<file path="src/rtl/sbalu_pkg.sv">
// Shared types and constants for the sixteen-bit ALU with condition flags.
// Used by the controller, the datapath and the top level; depends on nothing.
`timescale 1ns / 1ps
`default_nettype none

package sbalu_pkg;

    localparam int unsigned DataWidth = 16;
    localparam int unsigned OpWidth   = 4;

    // Number of quotient bits produced by the iterative divider, one per cycle.
    localparam int unsigned DivSteps  = DataWidth;
    localparam int unsigned CntWidth  = $clog2(DivSteps);

    localparam logic [OpWidth-1:0] OP_ADD  = 4'd0;
    localparam logic [OpWidth-1:0] OP_SUB  = 4'd1;
    localparam logic [OpWidth-1:0] OP_MUL  = 4'd2;
    localparam logic [OpWidth-1:0] OP_DIV  = 4'd3;
    localparam logic [OpWidth-1:0] OP_CMP  = 4'd4;
    localparam logic [OpWidth-1:0] OP_NOT  = 4'd5;
    localparam logic [OpWidth-1:0] OP_AND  = 4'd6;
    localparam logic [OpWidth-1:0] OP_OR   = 4'd7;
    localparam logic [OpWidth-1:0] OP_XOR  = 4'd8;
    localparam logic [OpWidth-1:0] OP_TEST = 4'd9;
    localparam logic [OpWidth-1:0] OP_SHL  = 4'd10;
    localparam logic [OpWidth-1:0] OP_SHR  = 4'd11;

    typedef logic [DataWidth-1:0] word_t;

    typedef struct packed {
        logic zero;
        logic negative;
        logic overflow;
        logic carry;
    } flags_t;

    // Commands from the controller to the datapath.
    typedef struct packed {
        logic load;     // capture a new beat and set up the divider
        logic step;     // one restoring-division iteration
        logic finish;   // write the result registers and the flags
    } ctrl_cmd_t;

    // Status from the datapath to the controller.
    typedef struct packed {
        logic long_op;  // captured beat is a division by a nonzero divisor
    } dp_status_t;

endpackage : sbalu_pkg

`default_nettype wire

</file>
<file path="src/rtl/sbalu_ctrl.sv">
// Controller state machine for the sixteen-bit ALU.
// Sequences load, divider iterations and result write; uses sbalu_pkg.
`timescale 1ns / 1ps
`default_nettype none

module sbalu_ctrl (
    input  wire logic                   clk,
    input  wire logic                   rst_n,
    input  wire logic                   start,
    input  wire sbalu_pkg::dp_status_t  status,
    output sbalu_pkg::ctrl_cmd_t        cmd,
    output logic                        busy,
    output logic                        done
);
    import sbalu_pkg::*;

    typedef enum logic [1:0] {
        ST_IDLE,
        ST_EXEC,
        ST_DIVIDE,
        ST_FINISH
    } state_t;

    state_t                state_reg;
    state_t                state_next;
    logic [CntWidth-1:0]   cnt_reg;
    logic [CntWidth-1:0]   cnt_next;
    logic                  busy_reg;
    logic                  busy_next;
    logic                  done_reg;
    logic                  done_next;

    always_comb
    begin
        state_next = state_reg;
        cnt_next   = cnt_reg;
        cmd        = '0;
        cmd.load   = start && !busy_reg;
        case (state_reg)
            ST_IDLE:
            begin
                if (start)
                begin
                    state_next = ST_EXEC;
                end
            end
            ST_EXEC:
            begin
                if (status.long_op)
                begin
                    state_next = ST_DIVIDE;
                    cnt_next   = '0;
                end
                else
                begin
                    cmd.finish = 1'b1;
                    state_next = ST_IDLE;
                end
            end
            ST_DIVIDE:
            begin
                cmd.step = 1'b1;
                cnt_next = cnt_reg + 1'b1;
                if (cnt_reg == CntWidth'(DivSteps - 1))
                begin
                    state_next = ST_FINISH;
                end
            end
            ST_FINISH:
            begin
                cmd.finish = 1'b1;
                state_next = ST_IDLE;
            end
            default:
            begin
                state_next = ST_IDLE;
            end
        endcase
        busy_next = (state_next != ST_IDLE);
        done_next = cmd.finish;
    end

    always_ff @(posedge clk or negedge rst_n)
    begin
        if (!rst_n)
        begin
            state_reg <= ST_IDLE;
            cnt_reg   <= '0;
            busy_reg  <= 1'b0;
            done_reg  <= 1'b0;
        end
        else
        begin
            state_reg <= state_next;
            cnt_reg   <= cnt_next;
            busy_reg  <= busy_next;
            done_reg  <= done_next;
        end
    end

    assign busy = busy_reg;
    assign done = done_reg;

endmodule : sbalu_ctrl

`default_nettype wire

</file>
<file path="src/rtl/sbalu_dp.sv">
// Datapath for the sixteen-bit ALU: operand registers, combinational operations,
// a restoring divider, condition flags and result registers; uses sbalu_pkg.
`timescale 1ns / 1ps
`default_nettype none

module sbalu_dp (
    input  wire logic                        clk,
    input  wire logic                        rst_n,
    input  wire sbalu_pkg::ctrl_cmd_t        cmd,
    output sbalu_pkg::dp_status_t            status,
    input  wire logic [sbalu_pkg::OpWidth-1:0]   opcode,
    input  wire logic [sbalu_pkg::DataWidth-1:0] dst_value,
    input  wire logic [sbalu_pkg::DataWidth-1:0] src_value,
    output logic [sbalu_pkg::DataWidth-1:0]      result,
    output logic                             writes_result,
    output logic                             flag_zero,
    output logic                             flag_negative,
    output logic                             flag_overflow,
    output logic                             flag_carry,
    output logic                             divide_by_zero
);
    import sbalu_pkg::*;

    localparam int unsigned ShWidth = $clog2(DataWidth + 1);

    logic [OpWidth-1:0]  op_reg;
    word_t               d_reg;
    word_t               s_reg;
    logic                qneg_reg;
    word_t               quo_reg;
    word_t               quo_next;
    word_t               rem_reg;
    word_t               rem_next;
    word_t               dvs_reg;
    flags_t              flags_reg;
    flags_t              flags_next;
    word_t               result_reg;
    word_t               result_next;
    logic                wr_reg;
    logic                wr_next;
    logic                dz_reg;
    logic                dz_next;

    logic [DataWidth:0]   trial;
    logic [DataWidth-1:0] diff;
    logic [ShWidth-1:0]   sh_cnt;
    logic [DataWidth:0]   shl_ext;
    logic [DataWidth:0]   shr_ext;
    logic                 d_sign;
    logic                 s_sign;
    logic                 r_sign;
    word_t                tst;

    assign status.long_op = (op_reg == OP_DIV) && (s_reg != '0);

    // One restoring step: shift the next dividend bit into the partial remainder.
    always_comb
    begin
        trial    = {rem_reg, quo_reg[DataWidth-1]} - {1'b0, dvs_reg};
        rem_next = trial[DataWidth] ? {rem_reg[DataWidth-2:0], quo_reg[DataWidth-1]}
                                    : trial[DataWidth-1:0];
        quo_next = {quo_reg[DataWidth-2:0], ~trial[DataWidth]};
    end

    always_comb
    begin
        diff    = d_reg - s_reg;
        sh_cnt  = (s_reg > word_t'(DataWidth)) ? ShWidth'(DataWidth) : s_reg[ShWidth-1:0];
        // The bit just past the kept word is the last one shifted out.
        shl_ext = {1'b0, d_reg} << sh_cnt;
        shr_ext = $signed({d_reg, 1'b0}) >>> sh_cnt;
        d_sign  = d_reg[DataWidth-1];
        s_sign  = s_reg[DataWidth-1];
        r_sign  = diff[DataWidth-1];
        tst     = d_reg & s_reg;

        result_next = d_reg;
        wr_next     = 1'b0;
        dz_next     = 1'b0;
        flags_next  = flags_reg;
        case (op_reg)
            OP_ADD:
            begin
                result_next = d_reg + s_reg;
                wr_next     = 1'b1;
            end
            OP_SUB:
            begin
                result_next = diff;
                wr_next     = 1'b1;
            end
            OP_MUL:
            begin
                result_next = d_reg * s_reg;
                wr_next     = 1'b1;
            end
            OP_DIV:
            begin
                wr_next = 1'b1;
                if (s_reg == '0)
                begin
                    result_next = '1;
                    dz_next     = 1'b1;
                end
                else
                begin
                    result_next = qneg_reg ? (~quo_reg + 1'b1) : quo_reg;
                end
            end
            OP_CMP:
            begin
                flags_next.zero     = (diff == '0);
                flags_next.negative = r_sign;
                flags_next.overflow = (!d_sign && s_sign && r_sign)
                                   || (d_sign && !s_sign && !r_sign);
                flags_next.carry    = (!d_sign && s_sign && !r_sign)
                                   || (d_sign && s_sign && r_sign)
                                   || (d_sign && !s_sign && r_sign);
            end
            OP_NOT:
            begin
                result_next = ~s_reg;
                wr_next     = 1'b1;
            end
            OP_AND:
            begin
                result_next = tst;
                wr_next     = 1'b1;
            end
            OP_OR:
            begin
                result_next = d_reg | s_reg;
                wr_next     = 1'b1;
            end
            OP_XOR:
            begin
                result_next = d_reg ^ s_reg;
                wr_next     = 1'b1;
            end
            OP_TEST:
            begin
                flags_next.zero     = (tst == '0);
                flags_next.negative = tst[DataWidth-1];
            end
            OP_SHL:
            begin
                result_next         = shl_ext[DataWidth-1:0];
                wr_next             = 1'b1;
                flags_next.zero     = (shl_ext[DataWidth-1:0] == '0);
                flags_next.negative = shl_ext[DataWidth-1];
                flags_next.carry    = shl_ext[DataWidth];
            end
            OP_SHR:
            begin
                result_next         = shr_ext[DataWidth:1];
                wr_next             = 1'b1;
                flags_next.zero     = (shr_ext[DataWidth:1] == '0);
                flags_next.negative = shr_ext[DataWidth];
                flags_next.carry    = shr_ext[0];
            end
            default:
            begin
                result_next = d_reg;
            end
        endcase
    end

    always_ff @(posedge clk or negedge rst_n)
    begin
        if (!rst_n)
        begin
            flags_reg <= '0;
        end
        else if (cmd.finish)
        begin
            flags_reg <= flags_next;
        end
    end

    always_ff @(posedge clk)
    begin
        if (cmd.load)
        begin
            op_reg   <= opcode;
            d_reg    <= dst_value;
            s_reg    <= src_value;
            qneg_reg <= dst_value[DataWidth-1] ^ src_value[DataWidth-1];
            quo_reg  <= dst_value[DataWidth-1] ? (~dst_value + 1'b1) : dst_value;
            dvs_reg  <= src_value[DataWidth-1] ? (~src_value + 1'b1) : src_value;
            rem_reg  <= '0;
        end
        else if (cmd.step)
        begin
            quo_reg <= quo_next;
            rem_reg <= rem_next;
        end
        if (cmd.finish)
        begin
            result_reg <= result_next;
            wr_reg     <= wr_next;
            dz_reg     <= dz_next;
        end
    end

    assign result         = result_reg;
    assign writes_result  = wr_reg;
    assign divide_by_zero = dz_reg;
    assign flag_zero      = flags_reg.zero;
    assign flag_negative  = flags_reg.negative;
    assign flag_overflow  = flags_reg.overflow;
    assign flag_carry     = flags_reg.carry;

endmodule : sbalu_dp

`default_nettype wire

</file>
<file path="src/rtl/sixteen_bit_alu_with_flags_unit.sv">
// Sixteen-bit ALU with Z, N, O and C condition flags.
// A beat is taken when start is high and busy is low; done marks the result for one cycle.
// done is registered from the finish command; a division by a nonzero divisor first runs its
// sixteen restoring iterations, one quotient bit a cycle, before the result is written.
// One beat at a time; a new beat may start in the cycle done is high. The receiver cannot stall.
// Asynchronous active-low reset idles the controller and clears all four flags.
`timescale 1ns / 1ps
`default_nettype none

module sixteen_bit_alu_with_flags_unit (
    input  wire logic                            clk,
    input  wire logic                            rst_n,
    input  wire logic                            start,
    output logic                                 busy,
    input  wire logic [sbalu_pkg::OpWidth-1:0]   opcode,
    input  wire logic [sbalu_pkg::DataWidth-1:0] dst_value,
    input  wire logic [sbalu_pkg::DataWidth-1:0] src_value,
    output logic                                 done,
    output logic [sbalu_pkg::DataWidth-1:0]      result,
    output logic                                 writes_result,
    output logic                                 flag_zero,
    output logic                                 flag_negative,
    output logic                                 flag_overflow,
    output logic                                 flag_carry,
    output logic                                 divide_by_zero
);
    import sbalu_pkg::*;

    ctrl_cmd_t  cmd;
    dp_status_t status;

    sbalu_ctrl u_ctrl (
        .clk    (clk),
        .rst_n  (rst_n),
        .start  (start),
        .status (status),
        .cmd    (cmd),
        .busy   (busy),
        .done   (done)
    );

    sbalu_dp u_dp (
        .clk            (clk),
        .rst_n          (rst_n),
        .cmd            (cmd),
        .status         (status),
        .opcode         (opcode),
        .dst_value      (dst_value),
        .src_value      (src_value),
        .result         (result),
        .writes_result  (writes_result),
        .flag_zero      (flag_zero),
        .flag_negative  (flag_negative),
        .flag_overflow  (flag_overflow),
        .flag_carry     (flag_carry),
        .divide_by_zero (divide_by_zero)
    );

endmodule : sixteen_bit_alu_with_flags_unit

`default_nettype wire
</file>
<file path="config.mk">
export PLATFORM = sky130hd
export DESIGN_NAME = sixteen_bit_alu_with_flags_unit
export DESIGN_NICKNAME = d
export VERILOG_FILES = /design/src/rtl/sbalu_pkg.sv /design/src/rtl/sbalu_ctrl.sv /design/src/rtl/sbalu_dp.sv /design/src/rtl/sixteen_bit_alu_with_flags_unit.sv
export SDC_FILE = /design/constraint.sdc
export NUM_CORES = 1
export LEC_CHECK = 0
export BUFFER_PORTS_ARGS = -buffer_cell sky130_fd_sc_hd__buf_4
export CORE_UTILIZATION = 25
export CTS_BUF_LIST = sky130_fd_sc_hd__clkbuf_4 sky130_fd_sc_hd__clkbuf_8
export CTS_CLUSTER_SIZE = 28
export DETAILED_ROUTE_END_ITERATION = 12
export PLACE_DENSITY = 0.36
export SKIP_LAST_GASP = 1
export SLEW_MARGIN = 0
export SYNTH_ARGS = -nofsm -noshare
export SYNTH_HDL_FRONTEND = slang
export SYNTH_SLANG_ARGS = --single-unit
</file>
<file path="constraint.sdc">
create_clock -name clk -period 8.1 [get_ports clk]
set_input_delay 0.81 -clock clk [delete_from_list [all_inputs] [get_ports clk]]
set_output_delay 0.81 -clock clk [all_outputs]
set_load 0.01 [all_outputs]
</file>
==> results.sh, run 1 <==
export IMPL_global_route_usage_total_pct=21.55
export IMPL_dp_final_hpwl_mm=50.26
export IMPL_worst_reg2reg_path_endpoint="u_dp.result[15]"
export IMPL_global_route_overflow_total=0
export IMPL_crit_path_end_kind="flip-flop"
export IMPL_final_hold_viol_count=0
export IMPL_clkLatencyLatePin_ns=0.48
export IMPL_vdd_ir_drop_worst_uv=380.2
export IMPL_max_slew_margin_rel_pct=34.32
export IMPL_critical_path_class="reg2reg"
export IMPL_avgRoutedWirePerCell_um=25.20
export IMPL_final_common_cell="sky130_fd_sc_hd__inv_1"
export IMPL_chipWidth_um=242.4
export IMPL_startpoint_type="flip-flop"
export IMPL_port_buffers=62
export IMPL_worstMarginPinSlew_ns=0.9768
export IMPL_cts_sinks=114
export IMPL_num_io_pins=63
export IMPL_synthCells=1737
export IMPL_drt_iter0_markers=1240
export IMPL_maximum_fanout_encountered_on_the_critical_timing_path=11
export IMPL_synth_sequential_area_ratio_pct=22.17
export IMPL_grt_antenna_before_repair=2
export IMPL_die_area_um2=58750
export IMPL_seqPwrFrac_pct=18.6
export IMPL_dr_total_vias=13420
export IMPL_post_route_cells_drive_above_1_share_pct=9.373
export IMPL_hold_buffers=0
export IMPL_tritoncts_num_buffers=17
export IMPL_post_placement_cell_count=2495
export IMPL_timing_critical_path_slowest_cell_delay_ns=0.85
export IMPL_power_share_switching_pct=52.91
export IMPL_max_cap_violations=0
export IMPL_cts_reportedPaths_clkPinSlew_ns=0.10
export IMPL_critical_path_cell_with_the_highest_stage_delay="sky130_fd_sc_hd__edfxtp_1"
export IMPL_cts_htree_levels=4
export IMPL_fp_row_count=87
export IMPL_cts_buffer_depth=2
export IMPL_ys_ff_latch=114
export IMPL_finalMaxSlewViolations=0
export IMPL_worstReg2RegStart="u_dp.d_reg[8]"
export IMPL_final_setup_tns_ns=0
export IMPL_period_share_pct=84.60
export IMPL_grt_pass1_wl_mm=93.60
export IMPL_floorplan_initialDensity_pct=25.47
export IMPL_routability_driven_placement_congestion_ratio=0.9245
export IMPL_syn_area_per_cell_um2=8.317
export IMPL_ff2ff_setup_slack_ns=1.25
export IMPL_synthFlopType="sky130_fd_sc_hd__edfxtp_1"
export IMPL_cts_resized=0
export IMPL_path_cells="clkinv_1 -> nor2_1 -> fa_1 -> inv_1 -> fa_1 -> inv_1 -> fa_1 -> fa_1 -> fa_1 -> inv_1 -> fa_1 -> inv_1 -> ha_1 -> and3_1 -> a21oi_1 -> o21ai_0 -> o41ai_1 -> xnor2_1 -> a21oi_1 -> a21oi_1"
export IMPL_max_freq_ghz=0.1459
export IMPL_cts_tree="done"
export IMPL_synthToLayoutAreaGrowth_pct=11.63
export IMPL_count_of_flip_flops_with_a_built_in_enable_after_synthesis=86
export IMPL_post_drt_via_cell_ratio=5.312
export IMPL_cp_data_required_time_ns=8.32
export IMPL_grt_max_degree=55
export IMPL_fp_coreArea_um2=56710
export IMPL_postSynthNetCount=1977
export IMPL_post_route_drc_count=0
export IMPL_min_path_type="in2async"
export IMPL_fin_cells=2527
export IMPL_run_status="finished clean"
export IMPL_route_antenna_remaining_nets=0
export IMPL_power_per_cell_area_nw_per_um2=270.1
export IMPL_synth_cell_area_um2=14450
export IMPL_intPower_uw=2051
export IMPL_cp_common_cell="sky130_fd_sc_hd__fa_1"
export IMPL_drt_wl_total_mm=63.67
export IMPL_net_count_of_the_finished_layout=1998
export IMPL_fin_crit_ns=6.853
export IMPL_first_global_vias=13390
export IMPL_final_setup_viol_count=0
export IMPL_insertedDiodeCount=0
export IMPL_netlist_cell_type_count=91
export IMPL_clock_power_share_pct=13.0
export IMPL_fraction_of_synthesis_flops_using_an_asynchronous_set_or_reset_pin_pct=10.53
export IMPL_power_leakage_uw=0.006629
export IMPL_combPwrFrac_pct=68.4
export IMPL_drt_pre_antenna_iters=5
export IMPL_worst_path_arrival_ns=7.07
export IMPL_die_height_um=242.4
export IMPL_most_frequent_cells_in_the_layout="185 x sky130_fd_sc_hd__inv_1, 182 x sky130_fd_sc_hd__nand2_1, 160 x sky130_fd_sc_hd__nor2_1"
export IMPL_yosysWarningCount=0
export IMPL_cts_root_buffer="sky130_fd_sc_hd__clkbuf_8"
export IMPL_fin_skew_ns=0.02274
export IMPL_post_cts_buffers=0
export IMPL_grt_setup_unrepaired="false"
export IMPL_r2r_cells=20
export IMPL_final_fill_count=6153
export IMPL_net_load_switching_power_uw=2305
[layout make-up]
cell class	count	area, um2	area share (%)
Inverter	191	716.9	4.446
Tap cell	756	945.9	5.865
Clock inverter	15	146.4	0.9077
Sequential cell	114	3203	19.86
Multi-Input combinational cell	1334	10130	62.81
Timing Repair Buffer	100	750.7	4.655
Clock buffer	17	234.0	1.451
[worst max path at each step]
stage | from | endpoint | slack [ns] | depth (start not counted)
after floorplan | u_dp.s_reg[1] | u_dp.result[15] | 1.95 | 21
after global placement | u_dp.d_reg[8] | u_dp.result[15] | 1.38 | 20
after detailed placement | u_dp.d_reg[8] | u_dp.result[15] | 1.19 | 20
after CTS | u_dp.d_reg[8] | u_dp.result[15] | 1.18 | 20
after global routing | u_dp.d_reg[8] | u_dp.result[15] | 0.99 | 20
final | u_dp.d_reg[8] | u_dp.result[15] | 1.25 | 20
[critical path, delay by kind of cell, from the launching register on]
kind                     cells  cell delay, ns
XOR/XNOR                     1            0.23
buffers and inverters        5            0.86
AO/OA/AOI/OAI                5            1.04
flip-flops                   1            0.85
AND/OR/NAND/NOR              2            0.45
adder cells (fa/ha/maj)      7            3.17
[Yosys cell counts, drive strengths merged (14+ instances only)]
library cell  count  area [um2]
inv             186       698.2
nand2           182       683.2
nor2            160       600.6
ha              118        1476
o21ai            99       495.5
a21oi            89       445.4
edfxtp           86        2582
fa               83        1662
xnor2            82       718.2
clkbuf           72       270.3
nor3             43       226.5
nand3            36       185.2
mux2i            33       330.3
buf              26       147.6
xor2             23       201.4
o22ai            22       137.6
nand2b           20       125.1
o31ai            19       142.6
nand4            18       133.9
dfxtp            16       320.3
nor4             16       166.4
a221o            15       150.1
nor2b            15       93.84
o211ai           15       117.6
a211oi           14       105.1
or3              14       87.58
[stage by stage]
| stage | power (uW) | setup WS [ns] | area, um2 | hold slack (ns) | utilization (%) |
|---|---|---|---|---|---|
| final | 4356 | 1.247 | 16130 | 0.1875 | 28.44 |
| after detailed placement | 3802 | 1.187 | 15750 | 0.4851 | 27.76 |
| after floorplan | 2689 | 1.953 | 14450 | 0.4507 | - |
| after global routing | 4630 | 0.9871 | 16130 | 0.1653 | 28.44 |
| after CTS | 4387 | 1.181 | 16130 | 0.1555 | 28.44 |
| after global placement | 3811 | 1.383 | 15750 | 0.4808 | 27.76 |
[power groups by stage]
stage / Combinational, uW / Clock (uW) / Sequential, uW
after global routing: 3210 / 600 / 821
after global placement: 2990 / 0 / 823
after floorplan: 1900 / 0 / 784
after detailed placement: 2980 / 0 / 823
after CTS: 3000 / 581 / 810
final: 2980 / 565 / 811
[per-layer routing]
layer	up-vias	routed length, um	GRT usage, %
met5	-	23	0
met4	4	2547	8.637
met3	95	3542	3.069
met2	480	29400	34.75
met1	6665	28160	28.82
li1	6180	-	-
[kinds of logic (layout without fill, tap and decap cells)]
kind of cell | after synthesis | after routing | share of synthesized area (%)
compound gates | 429 | 429 | 20.32
xor+xnor | 105 | 105 | 6.366
fa+ha+maj | 201 | 201 | 21.72
buf+inv | 289 | 323 | 7.856
flops | 114 | 114 | 22.17
mux | 37 | 37 | 2.754
simple gates | 562 | 562 | 18.81
(Power assumes the default switching activity.)
==> run 2, diff against run 1 <==
--- a/config.mk
+++ b/config.mk
@@ -5,6 +5,7 @@
 export SDC_FILE = /design/constraint.sdc
 export NUM_CORES = 1
 export LEC_CHECK = 0
+export ABC_AREA = 1
 export BUFFER_PORTS_ARGS = -buffer_cell sky130_fd_sc_hd__buf_4
 export CORE_UTILIZATION = 25
 export CTS_BUF_LIST = sky130_fd_sc_hd__clkbuf_4 sky130_fd_sc_hd__clkbuf_8
==> constraint.sdc (replaced) <==
create_clock -name clk -period 6.35 [get_ports clk]
set_input_delay 0.635 -clock clk [delete_from_list [all_inputs] [get_ports clk]]
set_output_delay 0.635 -clock clk [all_outputs]
set_load 0.01 [all_outputs]
==> results.sh, run 2 <==
export IMPL_cts_tree="done"
export IMPL_dp_final_hpwl_mm=49.36
export IMPL_final_hold_viol_count=0
export IMPL_drt_wl_total_mm=60.19
export IMPL_post_synth_top_count_cell="sky130_fd_sc_hd__nand2_1"
export IMPL_chipWidth_um=243.3
export IMPL_crit_path_end_kind="flip-flop"
export IMPL_global_route_overflow_total=0
export IMPL_grt_antenna_before_repair=1
export IMPL_synth_area_leader_cell="sky130_fd_sc_hd__edfxtp_1"
export IMPL_synth_simple_gate_area_share_pct=27.26
export IMPL_cts_sinks=114
export IMPL_synth_cells_most_frequent="528 x sky130_fd_sc_hd__nand2_1, 367 x sky130_fd_sc_hd__inv_1, 176 x sky130_fd_sc_hd__nand3_1"
export IMPL_ys_ff_latch=114
export IMPL_synthFlopType="sky130_fd_sc_hd__edfxtp_1"
export IMPL_max_cap_violations=0
export IMPL_most_frequent_cells_in_the_layout="528 x sky130_fd_sc_hd__nand2_1, 367 x sky130_fd_sc_hd__inv_1, 176 x sky130_fd_sc_hd__nand3_1"
export IMPL_maximum_fanout_encountered_on_the_critical_timing_path=4
export IMPL_post_placement_cell_count=2867
export IMPL_first_global_vias=14030
export IMPL_ff2ff_setup_slack_ns=0.18
export IMPL_period_share_pct=97.22
export IMPL_fp_row_count=88
export IMPL_post_synth_mux_area_share_pct=0
export IMPL_cts_buffer_depth=2
export IMPL_synth_cell_area_um2=14560
export IMPL_tritoncts_num_buffers=17
export IMPL_num_io_pins=63
export IMPL_fin_crit_ns=6.174
export IMPL_critical_path_class="reg2reg"
export IMPL_r2r_cells=22
export IMPL_synth_top_family_by_area="simple AND/OR/NAND/NOR gates"
export IMPL_power_leakage_uw=0.008124
export IMPL_post_drt_via_cell_ratio=4.809
export IMPL_floorplan_initialDensity_pct=25.28
export IMPL_yosys_area_share_adder_pct=21.56
export IMPL_synthCells=2067
export IMPL_final_fill_count=6462
export IMPL_cp_data_required_time_ns=6.58
export IMPL_cts_htree_levels=4
export IMPL_synthToLayoutAreaGrowth_pct=14.03
export IMPL_net_count_of_the_finished_layout=2374
export IMPL_synth_sequential_area_ratio_pct=22.01
export IMPL_post_route_drc_count=0
export IMPL_run_status="finished clean"
export IMPL_yosysWarningCount=0
export IMPL_cts_root_buffer="sky130_fd_sc_hd__clkbuf_8"
export IMPL_fin_hold_ws_ns=0.3219
export IMPL_postSynthNetCount=2307
export IMPL_routability_driven_placement_congestion_ratio=0.9326
export IMPL_worst_reg2reg_path_endpoint="u_dp.result[15]"
export IMPL_route_antenna_remaining_nets=0
export IMPL_worstReg2RegStart="u_dp.s_reg[7]"
export IMPL_port_buffers=62
export IMPL_grt_pass1_wl_mm=91.02
export IMPL_worstMarginPinSlew_ns=1.081
export IMPL_fp_coreArea_um2=57590
export IMPL_synth_top_cell_area_share_pct=17.74
export IMPL_die_height_um=243.3
export IMPL_post_route_total_power_uw=9403
export IMPL_final_setup_viol_count=0
export IMPL_count_of_flip_flops_with_a_built_in_enable_after_synthesis=86
export IMPL_vdd_ir_drop_worst_uv=659.4
export IMPL_max_slew_margin_rel_pct=27.66
export IMPL_drt_pre_antenna_iters=7
export IMPL_worst_path_arrival_ns=6.40
export IMPL_worst_setup_path_endpoint="u_dp.result[15]"
export IMPL_grt_setup_unrepaired="true"
export IMPL_startpoint_type="flip-flop"
export IMPL_finalMaxSlewViolations=0
export IMPL_post_route_cells_drive_above_1_share_pct=9.222
export IMPL_crit_path_start="u_dp.s_reg[7]"
export IMPL_fraction_of_synthesis_flops_using_an_asynchronous_set_or_reset_pin_pct=10.53
export IMPL_global_route_usage_total_pct=20.60
export IMPL_die_area_um2=59190
export IMPL_avgRoutedWirePerCell_um=20.66
export IMPL_layout_setup_ws_ns=0.1763
export IMPL_grt_max_degree=65
export IMPL_syn_area_per_cell_um2=7.042
export IMPL_fin_cells=2913
export IMPL_synth_top_cells_by_area="sky130_fd_sc_hd__edfxtp_1 18%, sky130_fd_sc_hd__nand2_1 14%, sky130_fd_sc_hd__fa_1 11%"
export IMPL_fin_skew_ns=0.02256
export IMPL_dr_total_vias=14010
export IMPL_place_ws_ns=0.04227
export IMPL_cts_reportedPaths_clkPinSlew_ns=0.08
export IMPL_final_common_cell="sky130_fd_sc_hd__nand2_1"
export IMPL_post_synth_xor_area_fraction_pct=4.805
export IMPL_min_path_type="in2reg"
export IMPL_power_per_cell_area_nw_per_um2=566.6
export IMPL_clkLatencyLatePin_ns=0.50
export IMPL_netlist_cell_type_count=60
export IMPL_max_freq_ghz=0.1620
export IMPL_synth_compound_gate_area_share_pct=12.17
export IMPL_drt_iter0_markers=1343
## run 2: cell families (layout without fill, tap and decap cells)
kind of cell    after synthesis  in the layout
simple gates                924            924
buf+inv                     450            530
compound gates              299            299
fa+ha+maj                   201            201
flops                       114            114
xor+xnor                     79             79
other cells                   0              1
## run 2: stage by stage
stage               area [um2]  utilization (%)  TNS (ns)
CTS                      16490            28.63         0
global route             16600            28.82  -0.04644
finish                   16600            28.82         0
detailed placement       15990            27.77         0
global placement         15990            27.77         0
floorplan                14560                -         0
## run 2: area by class of cell
class / instances / area (um2) / area share [%]
clock buffers: 21 / 264.0 / 1.591
well taps: 765 / 957.2 / 5.767
flip-flops and latches: 114 / 3203 / 19.30
diodes: 1 / 2.502 / 0.01508
inverters: 375 / 1409 / 8.488
clock inverters: 11 / 210.2 / 1.266
repair buffers: 123 / 950.9 / 5.729
multi-input cells: 1503 / 9600 / 57.84
## run 2: report_power, final
part	switching (uW)	internal (uW)
Sequential	193	1100
Clock	344	521
Combinational	4620	2620
Total	5160	4240
## run 2: critical path: stages (launching register included)
cell,delay (ns)
sky130_fd_sc_hd__edfxtp_1,0.51
sky130_fd_sc_hd__ha_1,0.32
sky130_fd_sc_hd__inv_1,0.20
sky130_fd_sc_hd__fa_1,0.49
sky130_fd_sc_hd__fa_1,0.53
sky130_fd_sc_hd__inv_1,0.06
sky130_fd_sc_hd__fa_1,0.50
sky130_fd_sc_hd__fa_1,0.51
sky130_fd_sc_hd__inv_1,0.06
sky130_fd_sc_hd__fa_1,0.52
sky130_fd_sc_hd__fa_1,0.59
sky130_fd_sc_hd__inv_1,0.05
sky130_fd_sc_hd__ha_1,0.32
sky130_fd_sc_hd__nand4_1,0.10
sky130_fd_sc_hd__inv_1,0.05
sky130_fd_sc_hd__nand2_1,0.07
sky130_fd_sc_hd__o311ai_0,0.13
sky130_fd_sc_hd__a31oi_1,0.31
sky130_fd_sc_hd__nand2_1,0.09
sky130_fd_sc_hd__nand3_1,0.14
sky130_fd_sc_hd__nand3_1,0.10
sky130_fd_sc_hd__nor2_1,0.12
sky130_fd_sc_hd__nand3_1,0.09
## run 2: per-layer routing
layer | GRT usage, % | vias up | routed length [um]
li1 | - | 6812 | -
met1 | 29.54 | 6773 | 29250
met2 | 33.01 | 384 | 27400
met3 | 2.071 | 40 | 2554
met4 | 4.865 | 0 | 981
met5 | 0 | - | 0
## run 2: how the worst min path moves through the flow
stage                     startpoint          endpoint  slack [ns]  depth (start not counted)
floorplan                      rst_n       u_ctrl.busy        0.34                          0
global placement    u_dp.rem_reg[10]  u_dp.rem_reg[10]        0.48                          2
detailed placement  u_dp.rem_reg[10]  u_dp.rem_reg[10]        0.48                          2
CTS                        opcode[2]    u_dp.op_reg[2]        0.27                          1
global route               opcode[3]    u_dp.op_reg[3]        0.28                          1
finish                     opcode[2]    u_dp.op_reg[2]        0.32                          1
## run 2: timing repair
item                                    in CTS  in global routing
gates cloned                                 0                  0
pin swaps                                    0                  1
gates resized for setup                      0                  7
endpoints found under the setup margin       1                  5
hold buffers                                 1                  0
buffers inserted                             1                 11
hold endpoints to repair                    12                  0
==> run 3, diff against run 2 <==
==> constraint.sdc (replaced) <==
create_clock -name clk -period 7.75 [get_ports clk]
set_input_delay 0.775 -clock clk [delete_from_list [all_inputs] [get_ports clk]]
set_output_delay 0.775 -clock clk [all_outputs]
set_load 0.01 [all_outputs]
==> results.sh, run 3 (same netlist as run 2, synthesis figures left out) <==
export IMPL_cts_root_buffer="sky130_fd_sc_hd__clkbuf_8"
export IMPL_net_count_of_the_finished_layout=2336
export IMPL_cts_tree="done"
export IMPL_floorplan_initialDensity_pct=25.28
export IMPL_startpoint_type="flip-flop"
export IMPL_worst_reg2reg_path_endpoint="u_dp.result[14]"
export IMPL_multiInputGateArea_um2=9587
export IMPL_combPwrFrac_pct=76.8
export IMPL_max_cap_violations=0
export IMPL_grt_max_degree=72
export IMPL_crit_path_end_kind="flip-flop"
export IMPL_cp_data_required_time_ns=8.00
export IMPL_final_util_pct=28.11
export IMPL_register_area_um2=3203
export IMPL_insertedDiodeCount=0
export IMPL_drt_pre_antenna_iters=5
export IMPL_fp_coreArea_um2=57590
export IMPL_avgRoutedWirePerCell_um=20.51
export IMPL_final_fill_count=6412
export IMPL_tritoncts_num_buffers=17
export IMPL_clock_power_share_pct=7.8
export IMPL_cts_reportedPaths_clkPinSlew_ns=0.09
export IMPL_intPower_uw=3248
export IMPL_port_buffers=62
export IMPL_post_route_drc_count=0
export IMPL_fin_crit_ns=6.502
export IMPL_cts_htree_levels=4
export IMPL_cts_resized=0
export IMPL_chipWidth_um=243.3
export IMPL_grt_antenna_before_repair=1
export IMPL_post_route_cells_drive_above_1_share_pct=7.492
export IMPL_hold_buffers=0
export IMPL_post_drt_via_cell_ratio=4.800
export IMPL_ff2ff_setup_slack_ns=1.25
export IMPL_seqPwrFrac_pct=15.3
export IMPL_drt_wl_total_mm=58.94
export IMPL_first_global_vias=13870
export IMPL_die_area_um2=59190
export IMPL_worst_path_arrival_ns=6.76
export IMPL_synthToLayoutAreaGrowth_pct=11.20
export IMPL_cts_sinks=114
export IMPL_max_slew_margin_rel_pct=29.68
export IMPL_maximum_fanout_encountered_on_the_critical_timing_path=17
export IMPL_worstReg2RegStart="u_dp.s_reg[2]"
export IMPL_final_common_cell="sky130_fd_sc_hd__nand2_1"
export IMPL_global_route_usage_total_pct=20.17
export IMPL_min_path_type="in2async"
export IMPL_final_setup_viol_count=0
export IMPL_post_cts_buffers=0
export IMPL_power_leakage_uw=0.007886
export IMPL_die_height_um=243.3
export IMPL_period_share_pct=83.90
export IMPL_max_freq_ghz=0.1538
export IMPL_r2r_cells=24
export IMPL_worstMarginPinSlew_ns=1.052
export IMPL_grt_pass1_wl_mm=89.20
export IMPL_net_load_switching_power_uw=4113
export IMPL_route_antenna_remaining_nets=0
export IMPL_finalMaxSlewViolations=0
export IMPL_drt_iter0_markers=1100
export IMPL_final_setup_tns_ns=0
export IMPL_clkLatencyLatePin_ns=0.49
export IMPL_run_status="finished clean"
export IMPL_power_share_switching_pct=55.88
export IMPL_power_per_cell_area_nw_per_um2=454.8
export IMPL_grt_setup_unrepaired="false"
export IMPL_vdd_ir_drop_worst_uv=461.6
export IMPL_fp_row_count=88
export IMPL_fin_skew_ns=0.02674
export IMPL_routability_driven_placement_congestion_ratio=0.9335
export IMPL_cts_buffer_depth=2
export IMPL_dp_final_hpwl_mm=46.95
export IMPL_final_hold_viol_count=0
export IMPL_dr_total_vias=13800
export IMPL_critical_path_class="reg2reg"
export IMPL_most_frequent_cells_in_the_layout="528 x sky130_fd_sc_hd__nand2_1, 367 x sky130_fd_sc_hd__inv_1, 176 x sky130_fd_sc_hd__nand3_1"
export IMPL_global_route_overflow_total=0
export IMPL_num_io_pins=63
==> run 3: changes by cell type in the layout (fill, tap and decap cells not counted), moves of 2 or more <==
cell and delta:
sky130_fd_sc_hd__bufinv_16 -4, sky130_fd_sc_hd__clkinv_4 +2, sky130_fd_sc_hd__nor3_1 +2, sky130_fd_sc_hd__buf_12 -2, sky130_fd_sc_hd__o21ai_0 +4, sky130_fd_sc_hd__clkbuf_4 -3, sky130_fd_sc_hd__o21ai_1 -3, sky130_fd_sc_hd__buf_4 -35
sky130_fd_sc_hd__clkinvlp_4 +2, sky130_fd_sc_hd__nor3_2 -2
==> run 3: metal layers <==
layer | track usage [%] | wire length [um] | up-vias
met2 | 32.33 | 26650 | 416
li1 | - | - | 6720
met3 | 2.005 | 2770 | 56
met4 | 5.364 | 1244 | 0
met5 | 0 | 0 | -
met1 | 28.68 | 28280 | 6603
==> run 3: power by group through the flow <==
stage / sequential [uW] / combinational, uW / clock (uW)
floorplan: 1040 / 4130 / 0
global placement: 1140 / 5730 / 0
detailed placement: 1140 / 5720 / 0
CTS: 1130 / 5760 / 599
global route: 1150 / 6550 / 621
finish: 1130 / 5650 / 577
==> run 3: final cells by class <==
class                      instances  area share, %
clock buffer                      19          1.577
clock inverter                    13         0.8426
inverter                         375          8.704
multi-input combinational       1503          59.23
sequential                       114          19.79
tap                              765          5.914
timing repair buffer              85          3.942
==> run 3: worst max-delay path, stage by stage, from the launching register on <==
cell and delay (ns):
sky130_fd_sc_hd__edfxtp_1 0.92, sky130_fd_sc_hd__nand2_1 0.17, sky130_fd_sc_hd__fa_1 0.57, sky130_fd_sc_hd__fa_1 0.43, sky130_fd_sc_hd__fa_1 0.48, sky130_fd_sc_hd__fa_1 0.49, sky130_fd_sc_hd__inv_1 0.05, sky130_fd_sc_hd__fa_1 0.54
sky130_fd_sc_hd__inv_1 0.06, sky130_fd_sc_hd__fa_1 0.52, sky130_fd_sc_hd__inv_1 0.04, sky130_fd_sc_hd__ha_1 0.37, sky130_fd_sc_hd__nand2_1 0.09, sky130_fd_sc_hd__nor3_1 0.21, sky130_fd_sc_hd__nand3_1 0.11, sky130_fd_sc_hd__nand3_1 0.14
sky130_fd_sc_hd__nand2_1 0.09, sky130_fd_sc_hd__nand2_1 0.06, sky130_fd_sc_hd__a21oi_1 0.06, sky130_fd_sc_hd__o21ai_0 0.35, sky130_fd_sc_hd__o21ai_0 0.16, sky130_fd_sc_hd__nor2_1 0.13, sky130_fd_sc_hd__nand4_1 0.08, sky130_fd_sc_hd__o21ai_0 0.08
sky130_fd_sc_hd__inv_1 0.06
==> run 3: through the flow <==
stage	power [uW]	hold slack [ns]	area, um2	instances	setup WS, ns
2_1_floorplan	5163	0.4622	14560	2067	2.044
3_3_place_gp	6868	0.4761	15790	2842	1.322
3_5_place_dp	6861	0.4794	15790	2842	1.251
4_1_cts	7488	0.08547	16190	2874	1.245
5_1_grt	8328	0.1076	16190	2874	0.9704
6_report	7360	0.1237	16190	2874	1.248
==> run 3: how the worst max path moves through the flow <==
stage,from,end,cells past startpoint
after floorplan,u_dp.s_reg[1],u_dp.result[14],26
after global placement,u_dp.s_reg[5],u_dp.result[14],25
after detailed placement,u_dp.s_reg[2],u_dp.result[14],24
after CTS,u_dp.s_reg[5],u_dp.result[14],25
after global routing,u_dp.s_reg[2],u_dp.result[14],24
final,u_dp.s_reg[2],u_dp.result[14],24
